$ cat src/hdl/fir_filter_direct_form_defines.svh
// Assertion macros used by the FIR filter RTL.
`ifndef FIR_FILTER_DIRECT_FORM_DEFINES_SVH
`define FIR_FILTER_DIRECT_FORM_DEFINES_SVH

`ifndef SYNTHESIS

`define FIR_ASSERT(lbl, clk, rst_n, prop, msg) \
    lbl: assert property (@(posedge clk) disable iff (!rst_n) (prop)) else $error(msg);

`define FIR_ASSERT_IMPL(lbl, clk, rst_n, ante, cons, msg) \
    lbl: assert property (@(posedge clk) disable iff (!rst_n) (ante) |-> (cons)) \
        else $error(msg);

`define FIR_ASSERT_NEXT(lbl, clk, rst_n, ante, cons, msg) \
    lbl: assert property (@(posedge clk) disable iff (!rst_n) (ante) |=> (cons)) \
        else $error(msg);

`else

`define FIR_ASSERT(lbl, clk, rst_n, prop, msg)
`define FIR_ASSERT_IMPL(lbl, clk, rst_n, ante, cons, msg)
`define FIR_ASSERT_NEXT(lbl, clk, rst_n, ante, cons, msg)

`endif

`endif

$ cat src/hdl/fir_pkg.sv
// Types and constants of the direct-form FIR filter.
package fir_pkg;

    localparam int SAMPLE_W    = 16;
    localparam int FRAC_W      = SAMPLE_W - 1;
    localparam int TAP_INDEX_W = 5;
    localparam int TAP_COUNT_W = 6;

    typedef enum logic [1:0] {
        OP_SAMPLE = 2'd0,
        OP_COEF   = 2'd1,
        OP_CLEAR  = 2'd2
    } fir_op_t;

    typedef struct packed {
        fir_op_t                       operation;
        logic [TAP_INDEX_W-1:0]        tap_index;
        logic signed [SAMPLE_W-1:0]    value;
    } fir_in_t;

    typedef struct packed {
        logic signed [SAMPLE_W-1:0]    filtered_sample;
        logic                          saturated;
    } fir_out_t;

    // per-cell control for the tap chain
    typedef struct packed {
        logic shift;
        logic clear;
        logic coef_wr;
    } fir_cell_ctrl_t;

endpackage

$ cat src/hdl/fir_tap_cell.sv
// One tap of the FIR chain: delay element, coefficient, multiplier, partial-sum adder.
module fir_tap_cell #(
    parameter int ACC_W = 38
) (
    input  logic                                clk,
    input  logic                                rst_n,
    input  fir_pkg::fir_cell_ctrl_t             ctrl,
    input  logic signed [fir_pkg::SAMPLE_W-1:0] sample_in,
    input  logic signed [fir_pkg::SAMPLE_W-1:0] coef_in,
    input  logic                                tap_en,
    input  logic signed [ACC_W-1:0]             sum_in,
    input  logic                                token_in,
    output logic signed [fir_pkg::SAMPLE_W-1:0] sample_out,
    output logic signed [ACC_W-1:0]             sum_out,
    output logic                                token_out
);
    import fir_pkg::*;

    logic signed [SAMPLE_W-1:0]   hist_reg, hist_next;
    logic signed [SAMPLE_W-1:0]   coef_reg, coef_next;
    logic signed [2*SAMPLE_W-1:0] prod_reg, prod_next;
    logic signed [ACC_W-1:0]      sum_reg, sum_next;
    logic                         token_reg;

    always_comb
    begin
        hist_next = hist_reg;
        if (ctrl.clear)
        begin
            hist_next = '0;
        end
        else if (ctrl.shift)
        begin
            hist_next = sample_in;
        end
        coef_next = ctrl.coef_wr ? coef_in : coef_reg;
        prod_next = hist_reg * coef_reg;
        // taps beyond the active count pass the partial sum unchanged
        sum_next  = sum_in + (tap_en ? ACC_W'(prod_reg) : ACC_W'(0));
    end

    always_ff @(posedge clk or negedge rst_n)
    begin
        if (!rst_n)
        begin
            hist_reg  <= '0;
            coef_reg  <= '0;
            token_reg <= 1'b0;
        end
        else
        begin
            hist_reg  <= hist_next;
            coef_reg  <= coef_next;
            token_reg <= token_in;
        end
    end

    always_ff @(posedge clk)
    begin
        prod_reg <= prod_next;
        sum_reg  <= sum_next;
    end

    assign sample_out = hist_reg;
    assign sum_out    = sum_reg;
    assign token_out  = token_reg;

endmodule

$ cat config.mk
export PLATFORM = sky130hd
export DESIGN_NAME = fir_tap_cell
export DESIGN_NICKNAME = d
export VERILOG_FILES = /design/src/hdl/fir_filter_direct_form_defines.svh /design/src/hdl/fir_pkg.sv /design/src/hdl/fir_tap_cell.sv
export SDC_FILE = /design/constraint.sdc
export NUM_CORES = 1
export LEC_CHECK = 0
export ABC_AREA = 1
export BUFFER_PORTS_ARGS = -buffer_cell sky130_fd_sc_hd__buf_2
export CAP_MARGIN = 10
export CORE_MARGIN = 2
export CORE_UTILIZATION = 55
export DETAILED_ROUTE_END_ITERATION = 16
export MAX_ROUTING_LAYER = met4
export PLACE_DENSITY = 0.77
export SYNTH_ARGS = -nofsm -noshare
export SYNTH_HDL_FRONTEND = slang
export SYNTH_SLANG_ARGS = --single-unit
$ cat constraint.sdc
create_clock -name clk -period 5.75 [get_ports clk]
set_input_delay 0.8625 -clock clk [delete_from_list [all_inputs] [get_ports clk]]
set_output_delay 0.8625 -clock clk [all_outputs]
set_load 0.01 [all_outputs]
==> summary.md <==
| Metric | Value |
|---|---|
| Outcome | `finished clean` |
| Area after DPL | `around 0.018 mm2` |
| CTS sink cnt | `103` |
| CORE AREA | `0.0297 mm2` |
| Commonest non-fill, non-tap cell in the layout | `nand2_1` |
| Avg WL per Cell | `15.5 um` |
| Syn Std Cell Area | `0.0166 mm2` |
| Post-placement cell count | `2807` |
| Max-slew violation count | `0` |
| CTS root buffer | `clkbuf_16` |
| Die H | `roughly 180 um` |
| Number of global-route vias before repair | `14800` |
| PD cells | `441 mW/mm2` |
| Final WL | `44000 um` |
| GP Congestion | `1.01` |
| Max H-tree Level | `3` |
| Mapped Cells | `2302` |
| Setup violations, final | `0` |
| Std-Cell Rows | `63` |
| Setup slack after layout | `about 0.22 ns` |
| CP Capture Type | `register` |
| Worst hold slack | `0.537 ns` |
| HPWL after DPL | `37700 um` |
| Period Utilization, post-route | `between 90% and 100%` |
| Vias | `14400` |
| Data required, critical path | `between 6 and 7 ns` |
| Dpl ws | `-0.0122 ns` |
| Total leakage power | `11.3 nW` |
| Post-Synthesis Net Count | `around 2800` |
| CTS Buf Count | `9` |
| Clock Path Buffers | `2` |
| CTS tree | `yes` |
| Fin. Hold Viols | `0` |
| GRT overflow | `0` |
| I/O pin count | `132` |
| Non-Filler Instances | `2829` |
| Unrepaired setup endpoints after global routing | `yes` |
| Largest net degree at the start of global routing | `34` |
| Initial antenna violation count | `0` |
| Initial Util | `56.0%` |
| Ys async rst share | `32.0%` |
| Max FFs per register | `38` |
| Starting DRT DRC Count | `1088` |
| Least-Margin Pin Slew | `0.748 ns` |
| Flops & latches, synth | `just over 100` |
| Worst VDD drop | `0.382 mV` |
| Most frequent cells in the layout | `nand2_1 (682), inv_1 (639), fa_1 (258)` |
| Startpoint Class | `register` |
| Diode count | `0` |
| IO Port Bufs | `131` |
| Nets | `2893` |
| First-pass GRT wire length | `between 70000 and 80000 um` |
| Post-route cell area | `roughly 0.018 mm2` |
| Hold Path Class | `input port to asynchronous set/reset pin` |
| DRT Pass-1 Iters | `5` |
| Yosys warnings | `0` |
| DRC | `0` |
| EDFF count, synth | `0` |
| Worst Path Arrival | `5.81 ns` |
| Cts hold-fix bufs | `0` |
| F_max | `between 150 and 200 MHz` |
| Post-route ant nets | `0` |
| CTS clk-pin slew, worst paths | `0.08 ns` |
| Sequential-to-total area share from yosys stat | `13.4%` |
| Fin crit period | `5.53 ns` |
| Avg Inst Size Synth | `7.23 um2` |
| # Max-Cap Violations | `0` |
| Area growth, synth to finish | `11.0%` |
| Critical path class | `register to register` |
| Share of post-route cells with drive strength above 1 | `between 10 and 15%` |
| Final core occ | `62.2%` |
| Clk_skew | `0.0109 ns` |
| Slew Limit Headroom | `between 50 and 60%` |
| Clock latency on the worst-skew pair | `between 0.3 and 0.4 ns` |
| Die area | `0.0317 mm2` |
| Crit-path max FO | `13` |
| Tot GR Track Use | `31.0%` |
| Most used DFF post-synth | `dfxtp_1` |
| Die W | `178 um` |
| Netlist cell types | `34` |
| Detailed-route vias per instance | `5.10` |
[power by group]
group	internal [mW]	switching, mW
Combinational	2.44	3.88
Clock	0.352	0.333
Sequential	1.02	0.122
Total	3.81	4.33
[metal layers]
metal / GRT usage [%] / wire [um]
met5: - / 0
met3: 4.58 / 3170
met4: 8.88 / 1180
met2: 51.0 / 21000
met1: 40.0 / 18600
[per-stage QoR]
stage | setup TNS (ns) | total power [mW]
2_1_floorplan | 0 | 5.47
3_3_place_gp | 0 | 7.09
3_5_place_dp | -0.0122 | 7.21
4_1_cts | 0 | 7.95
5_1_grt | -0.0109 | 9.12
6_report | 0 | 8.14
[worst paths after layout]
kind | from | to | slack [ns] | depth (start not counted)
worst max-delay path | coef_reg[14] | prod_reg[24] | 0.22 | 19
worst min-delay path | rst_n | sample_out[10] | 0.54 | 1
worst max register to register | coef_reg[14] | prod_reg[24] | 0.22 | 19
worst min register to register | prod_reg[0] | sum_out[0] | 0.54 | 3
max in group asynchronous | rst_n | coef_reg[1] | 4.67 | 1
min in group clk | prod_reg[0] | sum_out[0] | 0.54 | 3
[what timing repair did]
action / 4_1_cts / 5_1_grt
buffers inserted: 0 / 6
hold endpoints to repair: 0 / 0
gates resized for setup: 2 / 38
endpoints found under the setup margin: 1 / 15
pin swaps: 0 / 5
[cell type report]
cell class | instances | area [um2]
multi-input combinational | 1481 | 11800
tap | 390 | 488
timing repair buffer | 194 | 1180
clock buffer | 9 | 225
clock inverter | 7 | 100
sequential | 103 | 2250
fill | 2711 | 11200
inverter | 645 | 2420
[cell usage after synthesis, drive strengths merged, types with 15 or more instances]
master,count,area [um2]
xor2,33,289
ha,119,1490
dfrtp,33,826
o21ai,35,175
dfxtp,70,1400
nand3,85,465
nand4,22,138
nand2,698,2660
inv,644,2420
nor2,116,483
fa,263,5270
mux2,15,169
a21oi,55,294
clkbuf,69,259
[kinds of logic after synthesis]
kind of cell	synth area share, %
buffers and inverters	16.2
DFF	13.4
muxes	1.01
AOI/OAI and AO/OA	3.47
xor gates and xnor gates	2.21
and+or+nand+nor	23.1
adders and majority gates	40.6
[worst max-delay path, stage by stage (launching register included)]
cell and delay [ns]:
dfrtp_1 0.77, buf_4 0.25, nand2_1 0.05, inv_1 0.07, fa_1 0.43, fa_1 0.46
fa_1 0.53, fa_1 0.44, fa_1 0.49, inv_1 0.05, fa_1 0.47, inv_1 0.04
ha_1 0.38, nand2_1 0.15, nor2_1 0.29, nand2_1 0.09, inv_1 0.08, nand4_1 0.18
nand4_1 0.14, nand2_1 0.07
(Power assumes the default switching activity.)
