--- config.mk ---
export PLATFORM = sky130hd
export DESIGN_NAME = fir_round_sat
export DESIGN_NICKNAME = d
export VERILOG_FILES = /design/src/hdl/fir_filter_direct_form_defines.svh /design/src/hdl/fir_pkg.sv /design/src/hdl/fir_round_sat.sv
export SDC_FILE = /design/constraint.sdc
export NUM_CORES = 1
export LEC_CHECK = 0
export BUFFER_PORTS_ARGS = -buffer_cell sky130_fd_sc_hd__buf_4
export CAP_MARGIN = 5
export CORE_MARGIN = 10
export CORE_UTILIZATION = 40
export DETAILED_ROUTE_END_ITERATION = 8
export GPL_TIMING_DRIVEN = 0
export PLACE_DENSITY = 0.67
export SLEW_MARGIN = 20
export SYNTH_ARGS = -nofsm -noshare
export SYNTH_HDL_FRONTEND = slang
export SYNTH_SLANG_ARGS = --single-unit
--- constraint.sdc ---
create_clock -name clk -period 0.9 [get_ports clk]
set_clock_uncertainty 0.15 [all_clocks]
set_input_delay 0.27 -clock clk [delete_from_list [all_inputs] [get_ports clk]]
set_output_delay 0.27 -clock clk [all_outputs]
set_load 0.005 [all_outputs]
--- src/hdl/fir_filter_direct_form_defines.svh ---
// Assertion macros used by the FIR filter RTL.
`ifndef FIR_FILTER_DIRECT_FORM_DEFINES_SVH
`define FIR_FILTER_DIRECT_FORM_DEFINES_SVH

`ifndef SYNTHESIS

`define FIR_ASSERT(lbl, clk, rst_n, prop, msg) \
    lbl: assert property (@(posedge clk) disable iff (!rst_n) (prop)) else $error(msg);

`define FIR_ASSERT_IMPL(lbl, clk, rst_n, ante, cons, msg) \
    lbl: assert property (@(posedge clk) disable iff (!rst_n) (ante) |-> (cons)) \
        else $error(msg);

`define FIR_ASSERT_NEXT(lbl, clk, rst_n, ante, cons, msg) \
    lbl: assert property (@(posedge clk) disable iff (!rst_n) (ante) |=> (cons)) \
        else $error(msg);

`else

`define FIR_ASSERT(lbl, clk, rst_n, prop, msg)
`define FIR_ASSERT_IMPL(lbl, clk, rst_n, ante, cons, msg)
`define FIR_ASSERT_NEXT(lbl, clk, rst_n, ante, cons, msg)

`endif

`endif

--- src/hdl/fir_pkg.sv ---
// Types and constants of the direct-form FIR filter.
package fir_pkg;

    localparam int SAMPLE_W    = 16;
    localparam int FRAC_W      = SAMPLE_W - 1;
    localparam int TAP_INDEX_W = 5;
    localparam int TAP_COUNT_W = 6;

    typedef enum logic [1:0] {
        OP_SAMPLE = 2'd0,
        OP_COEF   = 2'd1,
        OP_CLEAR  = 2'd2
    } fir_op_t;

    typedef struct packed {
        fir_op_t                       operation;
        logic [TAP_INDEX_W-1:0]        tap_index;
        logic signed [SAMPLE_W-1:0]    value;
    } fir_in_t;

    typedef struct packed {
        logic signed [SAMPLE_W-1:0]    filtered_sample;
        logic                          saturated;
    } fir_out_t;

    // per-cell control for the tap chain
    typedef struct packed {
        logic shift;
        logic clear;
        logic coef_wr;
    } fir_cell_ctrl_t;

endpackage

--- src/hdl/fir_round_sat.sv ---
// Rounds the accumulated sum to Q1.15, saturates it and holds the result.
module fir_round_sat #(
    parameter int ACC_W = 38
) (
    input  logic                    clk,
    input  logic                    rst_n,
    input  logic                    acc_valid,
    input  logic signed [ACC_W-1:0] acc,
    input  logic                    take,
    output logic                    res_valid,
    output fir_pkg::fir_out_t       res
);
    import fir_pkg::*;

    localparam logic signed [ACC_W-1:0] HALF_LSB = ACC_W'(1) <<< (FRAC_W - 1);
    localparam logic signed [ACC_W-1:0] OUT_MAX  = (ACC_W'(1) <<< (SAMPLE_W - 1)) - ACC_W'(1);
    localparam logic signed [ACC_W-1:0] OUT_MIN  = -(ACC_W'(1) <<< (SAMPLE_W - 1));

    logic signed [ACC_W-1:0] rounded;
    logic signed [ACC_W-1:0] shifted;
    fir_out_t                res_next;
    logic                    res_valid_reg, res_valid_next;
    fir_out_t                res_reg;

    always_comb
    begin
        // accumulator has a spare top bit, so the half-LSB add cannot wrap
        rounded = acc + HALF_LSB;
        shifted = rounded >>> FRAC_W;
        if (shifted > OUT_MAX)
        begin
            res_next.filtered_sample = OUT_MAX[SAMPLE_W-1:0];
            res_next.saturated       = 1'b1;
        end
        else if (shifted < OUT_MIN)
        begin
            res_next.filtered_sample = OUT_MIN[SAMPLE_W-1:0];
            res_next.saturated       = 1'b1;
        end
        else
        begin
            res_next.filtered_sample = shifted[SAMPLE_W-1:0];
            res_next.saturated       = 1'b0;
        end

        res_valid_next = res_valid_reg;
        if (acc_valid)
        begin
            res_valid_next = 1'b1;
        end
        else if (take)
        begin
            res_valid_next = 1'b0;
        end
    end

    always_ff @(posedge clk or negedge rst_n)
    begin
        if (!rst_n)
        begin
            res_valid_reg <= 1'b0;
        end
        else
        begin
            res_valid_reg <= res_valid_next;
        end
    end

    always_ff @(posedge clk)
    begin
        if (acc_valid)
        begin
            res_reg <= res_next;
        end
    end

    assign res_valid = res_valid_reg;
    assign res       = res_reg;

endmodule

==> impl_metrics.env <==
export IMPL_muxShareOfSynthArea=0.00813
export IMPL_maxCapViolations=0
export IMPL_number_of_levels_in_the_clock_h_tree=1
export IMPL_largest_register_ff_count=17
export IMPL_timing_critical_path_required_ps=790
export IMPL_finish_cell_count_without_fillers=255
export IMPL_critPathCapture="res[0]"
export IMPL_max_freq_mhz=456
export IMPL_layout_area_overhead_vs_synth_pct=56.9
export IMPL_synth_area_top_cells="sky130_fd_sc_hd__edfxtp_1 (37%), sky130_fd_sc_hd__nand4_1 (8.6%), sky130_fd_sc_hd__nand3_1 (6.5%)"
export IMPL_initial_utilization=0.415
export IMPL_clock_sink_count=18
export IMPL_syn_num_nets=196
export IMPL_met3RoutedLength_um=379
export IMPL_async_flop_share=0.0556
export IMPL_synth_compound_gate_area_share=0.0939
export IMPL_cts_clk_slew_worst_paths_ps=100
export IMPL_grt_antenna_before_repair=0
export IMPL_crit_path_from="acc[20]"
export IMPL_finalMaxSlewViolations=0
export IMPL_power_density_nw_per_um2=951
export IMPL_detailedRoute_firstIterationViolations=111
export IMPL_yosys_warnings=0
export IMPL_setup_viol_count_final=36
export IMPL_dieHeight_um=78.8
export IMPL_seq_power_share=0.493
export IMPL_layout_area_seq_um2=536
export IMPL_adder_cell_share_of_the_synthesized_area=0.00903
export IMPL_power_share_combinational=0.305
export IMPL_worstSetupEndpointType="flop"
export IMPL_syn_area_per_cell_um2=9.05
export IMPL_ys_ff_latch=18
export IMPL_max_clock_path_buffers=2
export IMPL_yosys_area_top_type="sky130_fd_sc_hd__edfxtp_1"
export IMPL_finalCriticalPeriod_ps=2190
export IMPL_drt_pass1_iter_count=4
export IMPL_core_area_um2=3340
export IMPL_clk_root_buffer_cell="sky130_fd_sc_hd__clkbuf_4"
export IMPL_place_detailed_instances=241
export IMPL_port_buffer_count=42
export IMPL_synth_simple_gate_area_frac=0.361
export IMPL_antenna_diode_count=0
export IMPL_met1_length_mm=1.72
export IMPL_clockPowerShare=0.203
export IMPL_synth_xor_area_frac=0.0885
export IMPL_startpoint_type="primary input"
export IMPL_drive_gt1_frac=0.493
export IMPL_netlist_area_leader_share=0.369
export IMPL_synth_seq_area_share=0.387
export IMPL_yosys_most_used_dff="sky130_fd_sc_hd__edfxtp_1"
export IMPL_worstHoldPathType="in2reg"
export IMPL_main_combinational_cell_family_by_area_after_synthesis="simple AND/OR/NAND/NOR gates"
export IMPL_cts_buffers_inserted=3
export IMPL_power_static_leakage_nw=0.831
export IMPL_rows=21
export IMPL_fin_worst_hold_slack_ps=113
export IMPL_outcome="finished with violations"
export IMPL_detail_routed_net_length_per_standard_cell_um=17.2
export IMPL_violations_in_the_final_reports="setup timing"
export IMPL_post_route_drc_count=0
export IMPL_synth_lib_cells_used_distinct=33
export IMPL_finish_net_count=253
export IMPL_dieArea_um2=6220
export IMPL_cts_tree="done"
export IMPL_hold_violations=0
export IMPL_postLayoutCoreUtil=0.651
export IMPL_slew_headroom=0.752
export IMPL_syn_inst=153
export IMPL_worstMarginPinSlew_ps=369
export IMPL_clock_insertion_delay_worst_skew_ps=280
export IMPL_internal_power_mw=1.49
export IMPL_via_count_of_the_first_global_routing_pass=1455
export IMPL_grt_first_pass_wirelength_mm=7.10
export IMPL_number_of_ports_placed_on_the_die_boundary=60
export IMPL_multi_input_comb_area_um2=998
export IMPL_gp_routability_congestion=0.835
export IMPL_total_met2_wirelength_after_detailed_routing_mm=2.21
export IMPL_synth_edf_count=17
export IMPL_rsz0062_at_grt="true"
export IMPL_crit_reg2reg_capture="res_valid"
export IMPL_reg2reg_setup_slack_ps=-20
export IMPL_wl_mm=4.39
export IMPL_highest_signal_layer="met4"
export IMPL_synthesis_area_um2=1390
export IMPL_setup_ws_ps=-1290
export IMPL_post_drt_via_cell_ratio=5.62
export IMPL_hpwlAfterDp_mm=3.27
export IMPL_p_sw_frac=0.281
export IMPL_die_width_um=78.8
export IMPL_route_vias_total=1432
export IMPL_ant_nets=0
export IMPL_critical_path_class="in2reg"
export IMPL_critical_path_peak_fanout=4
export IMPL_arrival_ps=2080
export IMPL_setup_tns_ps=-26670
export IMPL_timing_rr_start="res_valid"
export IMPL_vdd_ir_drop_max_uv=458
export IMPL_r2r_worst_path_cells=2
export IMPL_final_worst_path_cycle_share=2.44
export IMPL_fill_cells=275
export IMPL_grt_max_degree=19
export IMPL_total_power_mw=2.07
export IMPL_grt_overflow=0
export IMPL_power_net_switching_mw=0.580
export IMPL_grt_total_usage=0.138
## critical path, stage by stage
cell	delay, ps
sky130_fd_sc_hd__buf_4	110
sky130_fd_sc_hd__nand3_2	120
sky130_fd_sc_hd__or4_4	610
sky130_fd_sc_hd__a2111oi_4	250
sky130_fd_sc_hd__nor3_2	110
sky130_fd_sc_hd__or3_1	320
sky130_fd_sc_hd__mux2_4	270
## cells in the final DEF (no fill, tap or decap), types with 4 or more instances in the layout
cell type	count
sky130_fd_sc_hd__nor2_1	7
sky130_fd_sc_hd__nand3_1	7
sky130_fd_sc_hd__xor2_1	5
sky130_fd_sc_hd__o21ai_1	5
sky130_fd_sc_hd__xnor2_1	8
sky130_fd_sc_hd__clkbuf_4	4
sky130_fd_sc_hd__nand2_1	16
sky130_fd_sc_hd__buf_6	17
sky130_fd_sc_hd__nand3_2	11
sky130_fd_sc_hd__inv_1	6
sky130_fd_sc_hd__nand4_1	19
sky130_fd_sc_hd__edfxtp_1	17
sky130_fd_sc_hd__buf_4	38
## synth_stat cells, types with 2 or more instances
cell and instances:
sky130_fd_sc_hd__a21o_1 2, sky130_fd_sc_hd__nand2_1 17, sky130_fd_sc_hd__a31oi_1 3, sky130_fd_sc_hd__o31ai_1 3, sky130_fd_sc_hd__inv_1 6, sky130_fd_sc_hd__buf_2 4, sky130_fd_sc_hd__xnor2_1 9, sky130_fd_sc_hd__nor2_1 7
sky130_fd_sc_hd__and3_1 3, sky130_fd_sc_hd__or4_1 4, sky130_fd_sc_hd__nand4_2 2, sky130_fd_sc_hd__clkbuf_1 4, sky130_fd_sc_hd__o21ai_1 5, sky130_fd_sc_hd__xor2_1 5, sky130_fd_sc_hd__nand4_1 19, sky130_fd_sc_hd__and4_1 3
sky130_fd_sc_hd__edfxtp_1 17, sky130_fd_sc_hd__nor4_1 4, sky130_fd_sc_hd__nand4_4 2, sky130_fd_sc_hd__nand3_1 18, sky130_fd_sc_hd__nor3_1 2, sky130_fd_sc_hd__o21ai_0 2, sky130_fd_sc_hd__or3_1 2
## area by class of cell
cell class              instances  share of cell area
well taps                      46              0.0265
flip-flops and latches         18               0.246
multi-input cells             118               0.459
clock buffers                   4              0.0121
inverters                       7              0.0121
plain buffers                   9              0.0317
repair buffers                 53               0.212
## cells by family (layout without fill, tap and decap cells)
| group | after synthesis | count (layout) |
|---|---|---|
| and+or+nand+nor | 84 | 84 |
| AOI/OAI and AO/OA | 18 | 18 |
| DFF | 18 | 18 |
| buffers and inverters | 17 | 73 |
| xor gates and xnor gates | 14 | 14 |
| adders and majority gates | 1 | 1 |
| muxes | 1 | 1 |
## per-layer routing
metal  global-route usage  vias up
li1                     -      704
met1                0.162      655
met2                0.243       67
met3               0.0293        6
met4               0.0466        0
met5                    0        -
## how the worst min path moves through the flow
stage,start,endpoint,slack [ps],cells past startpoint
2_1_floorplan,rst_n,res_valid,-180,0
3_3_place_gp,rst_n,res_valid,-110,1
3_5_place_dp,rst_n,res_valid,-100,1
4_1_cts,take,res_valid,110,3
5_1_grt,take,res_valid,110,3
6_report,take,res_valid,110,3
## through the flow
step / area (um^2) / setup slack [ps]
final: 2170 / -1290
after global routing: 2170 / -1360
after CTS: 2040 / -1310
after detailed placement: 1840 / -1760
after global placement: 1840 / -1730
after floorplan: 1460 / -1430
## power by group through the flow
stage	combinational, mW	clock, mW	sequential, mW
finish	0.630	0.418	1.02
global route	0.691	0.463	1.02
CTS	0.576	0.422	1.02
detailed placement	0.534	0	1.03
global placement	0.522	0	1.03
floorplan	0.218	0	1.04
## what timing repair did
item / in CTS / in global routing
pin swaps: 12 / 11
hold buffers: 1 / 0
resized for setup: 25 / 31
cloned: 0 / 1
setup buffers: 7 / 2
setup endpoints to repair: 35 / 35
hold endpoints to repair: 1 / 0
(Power assumes the default switching activity.)
